`config.mk`:
```
export PLATFORM = sky130hd
export DESIGN_NAME = gyro_bias_calibrate_integrate_top
export DESIGN_NICKNAME = d
export VERILOG_FILES = /design/src/gbci_pkg.sv /design/src/gbci_front.sv /design/src/gbci_queue.sv /design/src/gbci_back.sv /design/src/gyro_bias_calibrate_integrate_top.sv
export VERILOG_INCLUDE_DIRS = /design/src /design/src/src
export SDC_FILE = /design/constraint.sdc
export NUM_CORES = 2
export LEC_CHECK = 0
export CAP_MARGIN = 40
export CORE_MARGIN = 3
export CORE_UTILIZATION = 53
export DETAILED_ROUTE_END_ITERATION = 12
export DONT_BUFFER_PORTS = 1
export MAX_ROUTING_LAYER = met4
export PLACE_DENSITY = 0.68
export RECOVER_POWER = 50
export SYNTH_ARGS = -nofsm -noshare
export SYNTH_HDL_FRONTEND = slang
export SYNTH_SLANG_ARGS = --single-unit
```
`constraint.sdc`:
```
create_clock -name i_clk -period 14 [get_ports i_clk]
set_input_delay 2.1 -clock i_clk [delete_from_list [all_inputs] [get_ports i_clk]]
set_output_delay 2.1 -clock i_clk [all_outputs]
set_load 0.05 [all_outputs]
```
`src/assert_macros.svh`:
```
// ----------------------------------------------------------------------------
// assert_macros.svh
// Clocked assertion helpers for the RTL, included by gbci_back.
// ----------------------------------------------------------------------------
`ifndef ASSERT_MACROS_SVH
`define ASSERT_MACROS_SVH

// Check a property at each rising edge, skipped while reset is held
`define ASSERT_CLK(label, prop, msg) \
    label: assert property (@(posedge i_clk) disable iff (!i_rst_n) prop) else $error(msg);

// Check a property at each rising edge, reset included
`define ASSERT_CLK_ALWAYS(label, prop, msg) \
    label: assert property (@(posedge i_clk) prop) else $error(msg);

`endif

```
`src/gbci_pkg.sv`:
```
// ----------------------------------------------------------------------------
// gbci_pkg
// Widths, constants and item types for the gyro calibrate/integrate block.
// ----------------------------------------------------------------------------
package gbci_pkg;

    // Number of samples averaged for the bias estimate (1 to 1023)
    localparam int CAL_SAMPLES = 1000;

    localparam int BYTE_W  = 8;
    localparam int RAW_W   = 16;
    localparam int RATE_W  = 17;
    localparam int ANGLE_W = 40;
    localparam int SUM_W   = 27;
    localparam int CNT_W   = 10;
    localparam int AXES    = 3;

    // Command codes carried on the cmd field
    localparam logic CMD_SAMPLE  = 1'b0;
    localparam logic CMD_RESTART = 1'b1;

    // Bias divider: |sum| * floor(2^DIV_SHIFT / CAL_SAMPLES), then one fix-up step
    localparam int ABS_W      = SUM_W - 1;
    localparam int DIV_SHIFT  = ABS_W;
    localparam int RECIP_W    = DIV_SHIFT + 1;
    localparam longint DIV_RECIP = (64'd1 << DIV_SHIFT) / CAL_SAMPLES;
    localparam int PROD_W     = ABS_W + RECIP_W;
    localparam int REM_W      = ABS_W + CNT_W;

    // Queue between front and back (depth is a power of two)
    localparam int Q_DEPTH = 2;
    localparam int Q_PTR_W = $clog2(Q_DEPTH);

    typedef logic signed [RAW_W-1:0]   t_raw;
    typedef logic signed [RATE_W-1:0]  t_rate;
    typedef logic signed [ANGLE_W-1:0] t_angle;
    typedef logic signed [SUM_W-1:0]   t_sum;

    // One classified, assembled word
    typedef struct packed {
        logic restart;
        t_raw raw_x;
        t_raw raw_y;
        t_raw raw_z;
    } t_item;

endpackage

```
`src/gbci_front.sv`:
```
// ----------------------------------------------------------------------------
// gbci_front
// Input stage: accept a word, classify it and assemble the axis rates.
// ----------------------------------------------------------------------------
module gbci_front import gbci_pkg::*; (
    input  logic              i_clk,
    input  logic              i_rst_n,
    input  logic              i_valid,
    output logic              o_ready,
    input  logic              i_cmd,
    input  logic [BYTE_W-1:0] i_x_lo,
    input  logic [BYTE_W-1:0] i_x_hi,
    input  logic [BYTE_W-1:0] i_y_lo,
    input  logic [BYTE_W-1:0] i_y_hi,
    input  logic [BYTE_W-1:0] i_z_lo,
    input  logic [BYTE_W-1:0] i_z_hi,
    output logic              o_push_valid,
    input  logic              i_push_ready,
    output t_item             o_push_item
);

    logic  r_valid;
    t_item r_item;
    logic  w_take;

    // Take a new word whenever the stage is empty or drains this cycle
    assign o_ready      = !r_valid || i_push_ready;
    assign w_take       = i_valid && o_ready;
    assign o_push_valid = r_valid;
    assign o_push_item  = r_item;

    // Hold valid until the queue takes the word
    always_ff @(posedge i_clk) begin
        if (!i_rst_n) begin
            r_valid <= 1'b0;
        end else if (w_take) begin
            r_valid <= 1'b1;
        end else if (i_push_ready) begin
            r_valid <= 1'b0;
        end
    end

    // Assemble little-endian axis rates
    always_ff @(posedge i_clk) begin
        if (w_take) begin
            r_item.restart <= (i_cmd == CMD_RESTART);
            r_item.raw_x   <= t_raw'({i_x_hi, i_x_lo});
            r_item.raw_y   <= t_raw'({i_y_hi, i_y_lo});
            r_item.raw_z   <= t_raw'({i_z_hi, i_z_lo});
        end
    end

endmodule

```
`src/gbci_queue.sv`:
```
// ----------------------------------------------------------------------------
// gbci_queue
// Short FIFO that decouples the input stage from the processing stage.
// ----------------------------------------------------------------------------
module gbci_queue import gbci_pkg::*; (
    input  logic  i_clk,
    input  logic  i_rst_n,
    input  logic  i_push_valid,
    output logic  o_push_ready,
    input  t_item i_push_item,
    output logic  o_pop_valid,
    input  logic  i_pop,
    output t_item o_pop_item
);

    t_item              r_mem [Q_DEPTH];
    logic [Q_PTR_W-1:0] r_wr_ptr;
    logic [Q_PTR_W-1:0] r_rd_ptr;
    logic [Q_PTR_W:0]   r_count;
    logic               w_push;
    logic               w_pop;

    assign o_push_ready = r_count != (Q_PTR_W + 1)'(Q_DEPTH);
    assign o_pop_valid  = r_count != '0;
    assign o_pop_item   = r_mem[r_rd_ptr];
    assign w_push       = i_push_valid && o_push_ready;
    assign w_pop        = i_pop && o_pop_valid;

    // Advance pointers and occupancy
    always_ff @(posedge i_clk) begin
        if (!i_rst_n) begin
            r_wr_ptr <= '0;
            r_rd_ptr <= '0;
            r_count  <= '0;
        end else begin
            if (w_push) begin
                r_wr_ptr <= r_wr_ptr + 1'b1;
            end
            if (w_pop) begin
                r_rd_ptr <= r_rd_ptr + 1'b1;
            end
            if (w_push && !w_pop) begin
                r_count <= r_count + 1'b1;
            end else if (w_pop && !w_push) begin
                r_count <= r_count - 1'b1;
            end
        end
    end

    // Store the incoming word
    always_ff @(posedge i_clk) begin
        if (w_push) begin
            r_mem[r_wr_ptr] <= i_push_item;
        end
    end

endmodule

```
`src/gbci_back.sv`:
```
// ----------------------------------------------------------------------------
// gbci_back
// Processing stage: bias sums, bias divide, offset correction, saturating
// angle integration and the output register.
// ----------------------------------------------------------------------------
`include "assert_macros.svh"

module gbci_back import gbci_pkg::*; (
    input  logic   i_clk,
    input  logic   i_rst_n,
    input  logic   i_q_valid,
    input  t_item  i_q_item,
    output logic   o_q_pop,
    output logic   o_valid,
    input  logic   i_ready,
    output t_rate  o_rate_x,
    output t_rate  o_rate_y,
    output t_rate  o_rate_z,
    output t_angle o_angle_x,
    output t_angle o_angle_y,
    output t_angle o_angle_z,
    output logic   o_calibrating
);

    typedef enum logic [1:0] {
        ST_RUN,
        ST_MUL,
        ST_FIX
    } t_state;

    t_state             r_state;
    logic               r_phase;
    logic [CNT_W-1:0]   r_count;
    t_sum               r_sum   [AXES];
    t_raw               r_off   [AXES];
    t_angle             r_acc   [AXES];
    logic [ABS_W-1:0]   r_q0    [AXES];
    logic               r_out_valid;
    t_rate              r_rate  [AXES];
    t_angle             r_angle [AXES];
    logic               r_cal;

    t_raw               w_raw   [AXES];
    t_rate              w_rate  [AXES];
    t_sum               n_sum   [AXES];
    t_angle             n_acc   [AXES];
    logic [ANGLE_W:0]   w_acc_sum [AXES];
    logic [ABS_W-1:0]   w_abs   [AXES];
    logic [PROD_W-1:0]  w_prod  [AXES];
    logic [REM_W-1:0]   w_qc    [AXES];
    logic [REM_W-1:0]   w_rem   [AXES];
    logic [ABS_W-1:0]   w_q     [AXES];
    t_raw               n_off   [AXES];
    logic [CNT_W-1:0]   n_count;
    logic               w_last;
    logic               w_pop;
    logic               w_sample;

    assign w_raw[0] = i_q_item.raw_x;
    assign w_raw[1] = i_q_item.raw_y;
    assign w_raw[2] = i_q_item.raw_z;

    // Pop only while running and the output register can take a result
    assign w_pop    = (r_state == ST_RUN) && i_q_valid && (!r_out_valid || i_ready);
    assign o_q_pop  = w_pop;
    assign w_sample = !i_q_item.restart;
    assign n_count  = r_count + 1'b1;
    assign w_last   = n_count == CNT_W'(CAL_SAMPLES);

    // Per-axis datapath: correction, sums, saturating add, bias divide
    always_comb begin
        for (int i = 0; i < AXES; i++) begin
            w_rate[i]    = RATE_W'(w_raw[i]) - RATE_W'(r_off[i]);
            n_sum[i]     = r_sum[i] + SUM_W'(w_raw[i]);
            w_acc_sum[i] = (ANGLE_W + 1)'(r_acc[i]) + (ANGLE_W + 1)'(w_rate[i]);
            if (w_acc_sum[i][ANGLE_W] != w_acc_sum[i][ANGLE_W-1]) begin
                n_acc[i] = w_acc_sum[i][ANGLE_W] ? {1'b1, {(ANGLE_W - 1){1'b0}}}
                                                 : {1'b0, {(ANGLE_W - 1){1'b1}}};
            end else begin
                n_acc[i] = w_acc_sum[i][ANGLE_W-1:0];
            end
            w_abs[i]  = r_sum[i][SUM_W-1] ? ABS_W'(-r_sum[i]) : ABS_W'(r_sum[i]);
            w_prod[i] = PROD_W'(w_abs[i]) * PROD_W'(DIV_RECIP);
            w_qc[i]   = REM_W'(r_q0[i]) * REM_W'(CAL_SAMPLES);
            w_rem[i]  = REM_W'(w_abs[i]) - w_qc[i];
            w_q[i]    = r_q0[i] + ABS_W'(w_rem[i] >= REM_W'(CAL_SAMPLES));
            n_off[i]  = r_sum[i][SUM_W-1] ? -w_q[i][RAW_W-1:0] : w_q[i][RAW_W-1:0];
        end
    end

    // State, calibration bookkeeping, accumulators and output valid
    always_ff @(posedge i_clk) begin
        if (!i_rst_n) begin
            r_state     <= ST_RUN;
            r_phase     <= 1'b1;
            r_count     <= '0;
            r_out_valid <= 1'b0;
            for (int i = 0; i < AXES; i++) begin
                r_sum[i] <= '0;
                r_off[i] <= '0;
                r_acc[i] <= '0;
            end
        end else begin
            if (w_pop) begin
                r_out_valid <= 1'b1;
            end else if (i_ready) begin
                r_out_valid <= 1'b0;
            end
            unique case (r_state)
                ST_RUN: begin
                    if (w_pop && !w_sample) begin
                        r_phase <= 1'b1;
                        r_count <= '0;
                        for (int i = 0; i < AXES; i++) begin
                            r_sum[i] <= '0;
                        end
                    end else if (w_pop && r_phase) begin
                        for (int i = 0; i < AXES; i++) begin
                            r_sum[i] <= n_sum[i];
                        end
                        if (w_last) begin
                            r_phase <= 1'b0;
                            r_count <= '0;
                            r_state <= ST_MUL;
                        end else begin
                            r_count <= n_count;
                        end
                    end else if (w_pop) begin
                        for (int i = 0; i < AXES; i++) begin
                            r_acc[i] <= n_acc[i];
                        end
                    end
                end
                ST_MUL: begin
                    r_state <= ST_FIX;
                end
                ST_FIX: begin
                    for (int i = 0; i < AXES; i++) begin
                        r_off[i] <= n_off[i];
                    end
                    r_state <= ST_RUN;
                end
                default: begin
                    r_state <= ST_RUN;
                end
            endcase
        end
    end

    // Quotient estimate from the reciprocal product
    always_ff @(posedge i_clk) begin
        if (r_state == ST_MUL) begin
            for (int i = 0; i < AXES; i++) begin
                r_q0[i] <= w_prod[i][DIV_SHIFT +: ABS_W];
            end
        end
    end

    // Load the result word on each pop
    always_ff @(posedge i_clk) begin
        if (w_pop) begin
            r_cal <= w_sample && r_phase;
            for (int i = 0; i < AXES; i++) begin
                r_rate[i]  <= w_sample ? w_rate[i] : '0;
                r_angle[i] <= (w_sample && !r_phase) ? n_acc[i] : r_acc[i];
            end
        end
    end

    assign o_valid       = r_out_valid;
    assign o_rate_x      = r_rate[0];
    assign o_rate_y      = r_rate[1];
    assign o_rate_z      = r_rate[2];
    assign o_angle_x     = r_angle[0];
    assign o_angle_y     = r_angle[1];
    assign o_angle_z     = r_angle[2];
    assign o_calibrating = r_cal;

    `ASSERT_CLK(a_mul_then_fix, (r_state == ST_MUL) |=> (r_state == ST_FIX), "divide step skipped")
    `ASSERT_CLK(a_no_pop_in_div, (r_state != ST_RUN) |-> !o_q_pop, "pop during bias divide")
    `ASSERT_CLK(a_phase_off_in_div, (r_state != ST_RUN) |-> !r_phase, "calibrating during divide")
    `ASSERT_CLK(a_count_range, r_count < CNT_W'(CAL_SAMPLES), "calibration count overrun")

endmodule

```
`src/gyro_bias_calibrate_integrate_top.sv`:
```
// ----------------------------------------------------------------------------
// gyro_bias_calibrate_integrate_top
// Gyro bias calibration and rate integration: input stage, queue, processing.
// ----------------------------------------------------------------------------
//  Channel | Handshake          | Payload
//  --------+--------------------+-------------------------------------------
//  in      | i_valid / o_ready  | i_cmd, i_x_lo .. i_z_hi
//  out     | o_valid / i_ready  | o_rate_*, o_angle_*, o_calibrating
//
//  One word per cycle unless the output stalls or the bias divide runs; results
//  pass the input, queue and output registers. After the last calibration sample
//  the divide (reciprocal multiply, then one-step fix-up) runs; nothing is popped.
//  Reset clears the calibration state, offsets and angle accumulators.
//  Either side may stall on its own; the 2-entry queue absorbs the difference.
// ----------------------------------------------------------------------------
module gyro_bias_calibrate_integrate_top import gbci_pkg::*; (
    input  logic              i_clk,
    input  logic              i_rst_n,
    input  logic              i_valid,
    output logic              o_ready,
    input  logic              i_cmd,
    input  logic [BYTE_W-1:0] i_x_lo,
    input  logic [BYTE_W-1:0] i_x_hi,
    input  logic [BYTE_W-1:0] i_y_lo,
    input  logic [BYTE_W-1:0] i_y_hi,
    input  logic [BYTE_W-1:0] i_z_lo,
    input  logic [BYTE_W-1:0] i_z_hi,
    output logic              o_valid,
    input  logic              i_ready,
    output t_rate             o_rate_x,
    output t_rate             o_rate_y,
    output t_rate             o_rate_z,
    output t_angle            o_angle_x,
    output t_angle            o_angle_y,
    output t_angle            o_angle_z,
    output logic              o_calibrating
);

    logic  w_push_valid;
    logic  w_push_ready;
    t_item w_push_item;
    logic  w_pop_valid;
    logic  w_pop;
    t_item w_pop_item;

    gbci_front u_front (
        .i_clk        (i_clk),
        .i_rst_n      (i_rst_n),
        .i_valid      (i_valid),
        .o_ready      (o_ready),
        .i_cmd        (i_cmd),
        .i_x_lo       (i_x_lo),
        .i_x_hi       (i_x_hi),
        .i_y_lo       (i_y_lo),
        .i_y_hi       (i_y_hi),
        .i_z_lo       (i_z_lo),
        .i_z_hi       (i_z_hi),
        .o_push_valid (w_push_valid),
        .i_push_ready (w_push_ready),
        .o_push_item  (w_push_item)
    );

    gbci_queue u_queue (
        .i_clk        (i_clk),
        .i_rst_n      (i_rst_n),
        .i_push_valid (w_push_valid),
        .o_push_ready (w_push_ready),
        .i_push_item  (w_push_item),
        .o_pop_valid  (w_pop_valid),
        .i_pop        (w_pop),
        .o_pop_item   (w_pop_item)
    );

    gbci_back u_back (
        .i_clk         (i_clk),
        .i_rst_n       (i_rst_n),
        .i_q_valid     (w_pop_valid),
        .i_q_item      (w_pop_item),
        .o_q_pop       (w_pop),
        .o_valid       (o_valid),
        .i_ready       (i_ready),
        .o_rate_x      (o_rate_x),
        .o_rate_y      (o_rate_y),
        .o_rate_z      (o_rate_z),
        .o_angle_x     (o_angle_x),
        .o_angle_y     (o_angle_y),
        .o_angle_z     (o_angle_z),
        .o_calibrating (o_calibrating)
    );

endmodule

```
; Yosys cells after proc, flatten, opt, wreduce, memory -nomap -nowiden
; Memories as Yosys holds them, arrays and structs flattened. A register that Yosys moved wholly into a read port is not among the register bits.
; Cells that the tools add are included.
[totals]
regBits = 69
ram_bits = 569
inputBits = 53
memories = 7
[mem_list]
columns = memory, words, word_bits, read_ports, rd_ports_with_merged_regs, wr, line
row1 = u_back.r_acc, 3, 40, 3, 0, 3, gbci_back.sv:36  ; t_angle r_acc [AXES];
row2 = u_back.r_angle, 3, 40, 3, 0, 3, gbci_back.sv:40  ; t_angle r_angle [AXES];
row3 = u_queue.r_mem, 2, 49, 1, 1, 1, gbci_queue.sv:16  ; t_item r_mem [Q_DEPTH];
row4 = u_back.r_sum, 3, 27, 3, 0, 3, gbci_back.sv:34  ; t_sum r_sum [AXES];
row5 = u_back.r_q0, 3, 17, 3, 0, 3, gbci_back.sv:37  ; logic [ABS_W-1:0] r_q0 [AXES];
row6 = u_back.r_rate, 3, 17, 3, 0, 3, gbci_back.sv:39  ; t_rate r_rate [AXES];
row7 = +1 memories, --, --, --, --, --, --
[op_classes]
add_sub_neg = 26
mul = 6
magnitude_cmp = 3
n_eq_ne = 10
muxes = 72
n_bitwise = 12
n_reduce_logical = 29
[ops]
columns = op, count
row1 = $mux W40, 12
row2 = $mux W27, 6
row3 = $add A40 B17 Y41, 3
row4 = $mul A26 B15 Y41 const B, 3
row5 = $ge A36 B10 Y1 const B, 3
row6 = $sub A26 B36 Y36, 3
row7 = $mul A26 B7 Y33 const B, 3
row8 = $mux W16, 6
row9 = $add A27 B16 Y27, 3
row10 = $mux W26, 3
row11 = $neg A26 Y26, 3
row12 = $mux W17, 3
row13 = $sub A16 B16 Y17, 3
row14 = $add A16 B1 Y16, 3
row15 = $neg A16 Y16, 3
row16 = $mux W1, 33
row17 = $mux W10, 3
row18 = $or A1 B1 Y1, 12
row19 = $reduce_bool A2 Y1, 6
row20 = $logic_and A1 B1 Y1, 11
row21 = $add A10 B1 Y10 const B, 1
row22 = $eq A10 B10 Y1 const B, 1
row23 = $mux W2, 5
row24 = $logic_not A1 Y1, 6
row25 = 13 further kinds, 20

; Longest topological paths before layout
[depth]
depth_word = 10
mapped_depth = 44

; By module
; Synthesis repeated with hierarchy kept, for this count alone.
[hier_totals]
cells_unflattened = 6280
area_unflattened_um2 = 62875.3
[modules_own_cells]
columns = mod, instances, cells_per_inst, area_each_um2
row1 = gbci_back, 1, 6050, 57575.2
row2 = gbci_queue, 1, 176, 3771.1
row3 = gbci_front, 1, 54, 1529.0

; Worst setup path before layout
; OpenSTA, ideal clock, no wires.
[synth_timing]
path_type = input -> register
start = input port i_ready
end = memory u_back.r_acc[0][0] (netlist name) (enable)
arrival_ps = 10763
t_required_ps = 13235
slack_ps = 2472
path_stages = 3
n_path_buf = 0
path_cell_list = nand2b_1 nand2_1 o21ai_0
[synth_lines]
columns = element, line
row1 = from (decl), gyro_bias_calibrate_integrate_top.sv:29  ; input logic i_ready,
row2 = to (decl), gbci_back.sv:36

==> results.toml <==
[floorplanning]
die_area_sq_um = 125000
io_pins = 227
start_util_pct = 53.5
num_rows = 127
core_sq_um = 120000
die_w_um = 354
die_y_um = 354

[synth]
syn_area_sq_um = 64200
seq_area_frac_synth_pct = 29.6
synth_cells = 6488
synth_edf_count = 619
synth.most_common_cell = "ha_1"
ys_async_sr_fraction_pct = 0
synthFlopType = "edfxtp_1"
ys_types = 96
syn-num-nets = 7935
yosysTopAreaCell = "edfxtp_1"
yosysTopAreaCellShare_pct = 29.0
synth_xor_area_share_pct = 6.32
synth_compound_gate_area_share_pct = 14.5
muxShareOfSynthArea_pct = 1.37
yosys_warnings = 0
synth-simple-area-share_pct = 11.1
synth_top_family_by_area = "adder cells"
syn_area_per_cell_sq_um = 9.89
synth_adder_area_share_pct = 31.5
synthTopCellsByArea = "edfxtp_1 29%, ha_1 20%, fa_1 11%"
ys_ff_latch = 639
netlist_top_cells_count = "1031 x ha_1, 794 x inv_1, 619 x edfxtp_1"

[timing]
period_minus_slack_ns = 10.44
setup_viol = 0
worstMarginPinSlew_ns = 4.34
rsz0062_at_grt = "false"
fin_skew_ns = 0.0446
final_hold_viol_count = 0
period_share_pct = 74.5
tns_ns = 0
slew_headroom_pct = -189
fmax_ghz = 0.0958
fin_ws_ns = 3.56
slew_viol_final = 553

[detailed_routing]
vias_per_cell = 5.83
drt_wl_total_mm = 166
drt-wirelength-per-cell_um = 20.2
drc = 0
firstDrtPassIters = 8
antenna_left = 0
vias = 47900
initialDrtViolationCount = 3512

[layout]
area.sequential_sq_um = 19000
nNetsFinal = 7978
drive_above_1_share_pct = 5.07
multi_input_area_sq_um = 41700
final_cells = 8215
areaGrowthSynthToFinish_pct = 7.80
fillers = 10400

[clock_network]
cts_tree = "yes"
path_clk_slew_ns = 0.06
cts_made_buffers = 76
cts-resized-gates = 0
clock_sinks = 639
cts_setup_buffers = 0
cts_max_level = 3
cts_max_path_buffers = 3
cts_hold_buf = 0
cts_root_buf = "clkbuf_16"
clk-insertion-delay-late_ns = 0.70

[global_route]
grt_first_pass_wirelength_mm = 263
grt_max_degree = 90
antenna_found_initial = 16
grt_pass1_vias = 47500
grt_overflow_total = 0
grt_util_all_layers_pct = 27.2

[worst_hold_path]
min_path_type = "register to register"

[place]
io_buffers = 0
dp_hpwl_mm = 130
place_inst = 8065
pre_cts_ws_ns = 3.87
gp_congestion = 0.933

[critical_path]
worst-endpoint-required_ns = 14.34
crit_path_max_fanout = 29
end_kind = "register"
critical_path_class = "register to register"
cp.arrival_ns = 10.77
setup.worst_path.start_class = "register"

[status]
violations = "max-capacitance violations, max-slew violations"
status = "complete, but fails checks"

[run]
drv_cap = 13
==> placed cells by master (no fill, tap or decap), drive strengths merged, types with 33 or more instances in the layout <==
master | Yosys | layout
o21ai | 381 | 381
edfxtp | 619 | 619
nand2 | 371 | 371
inv | 795 | 804
ha | 1031 | 1031
and2 | 79 | 79
xnor2 | 316 | 316
nor2 | 491 | 491
nor3 | 80 | 80
a31oi | 43 | 43
xor2 | 147 | 147
and3 | 46 | 46
buf | 27 | 91
a211oi | 38 | 38
nand4 | 53 | 53
o31ai | 48 | 48
a21o | 164 | 164
mux2 | 52 | 52
nor2b | 72 | 72
or3 | 33 | 33
fa | 363 | 363
o211ai | 35 | 35
o21a | 74 | 74
o21bai | 44 | 44
nand3 | 105 | 105
clkbuf | 108 | 97
nand2b | 72 | 72
a21oi | 438 | 438
==> through the flow <==
step / hold slack, ns / area, sq um / util [%]
global route: 0.455 / 69200 / 57.6
global placement: 0.424 / 66300 / 55.3
floorplan: 0.421 / 64200 / -
CTS: 0.435 / 69300 / 57.8
detailed placement: 0.433 / 66600 / 55.5
finish: 0.440 / 69200 / 57.7
==> path summary, 6_finish.rpt <==
kind,from,end,slack [ns],cells after the start
worst min-delay path,u_front.o_push_item[30],u_queue.r_mem[0][30],0.44,0
worst max register to register,register,u_back.r_angle[0][2],3.56,27
worst max-delay path,register,u_back.r_angle[0][2],3.56,27
worst min register to register,u_front.o_push_item[30],u_queue.r_mem[0][30],0.44,0
==> layer usage <==
layer / vias to the layer above / part of all wire [%] / global-route usage (%) / wire [um]
met5: - / 0 / - / 0
met1: 23200 / 45 / 36.2 / 74000
met4: 0 / 3.2 / 8.14 / 5350
met2: 1351 / 46 / 43.1 / 76000
li1: 23100 / - / - / -
met3: 273 / 6.2 / 4.05 / 10300
==> area by class of cell <==
class	count	share of cell area (%)
multi-input cells	4918	60.3
flip-flops and latches	639	27.5
inverters	796	4.32
well taps	1612	2.92
clock buffers	88	2.89
repair buffers	100	1.13
clock inverters	53	0.982
diodes	9	0.0326
==> logic make-up (layout without fill, tap and decap cells) <==
group	after synthesis	in the layout
buffers and inverters	931	1037
other	0	9
muxes	80	80
AOI/OAI and AO/OA	1472	1472
and+or+nand+nor	1502	1502
xor gates and xnor gates	463	463
DFF	639	639
adders and majority gates	1401	1401
==> registers in the layout, indices dropped and copies added, names as in the netlist, named ones only <==
register,cells
u_back.r_off,48
u_queue.r_wr_ptr,1
u_back.r_angle,120
u_back.r_state,2
u_front.o_push_item,49
u_back.r_acc,120
u_front.o_push_valid,1
u_back.r_count,10
u_back.r_q0,51
u_back.r_phase,1
u_queue.r_count,2
u_queue.r_rd_ptr,1
u_back.o_calibrating,1
u_queue.r_mem,98
u_back.r_sum,81
u_back.o_valid,1
u_back.r_rate,51
==> worst max-delay path, stage by stage (launching register included) <==
cell and delay [ns]:
dfxtp_1 1.46, clkbuf_1 1.48, mux2i_1 0.48, inv_1 0.17, fa_1 0.44, a21o_1 0.18, a21oi_1 0.25, o21bai_1 0.11
a21oi_1 0.27, nor2b_1 0.11, o2111ai_1 0.26, nand3_1 0.11, o211ai_1 0.20, o21ai_0 0.23, o31ai_4 0.20, buf_4 0.38
ha_1 0.40, a21o_1 0.24, a21o_1 0.17, a21oi_1 0.18, a21oi_1 0.08, or4b_1 0.50, a31oi_1 0.37, o221a_2 0.48
nand2_1 0.15, mux2_2 0.55, a21oi_1 0.29, o21ai_0 0.24
Power is left out: the tool's default activity adds up to more than one toggle a clock period on the data nets, which glitch-free logic cannot reach.
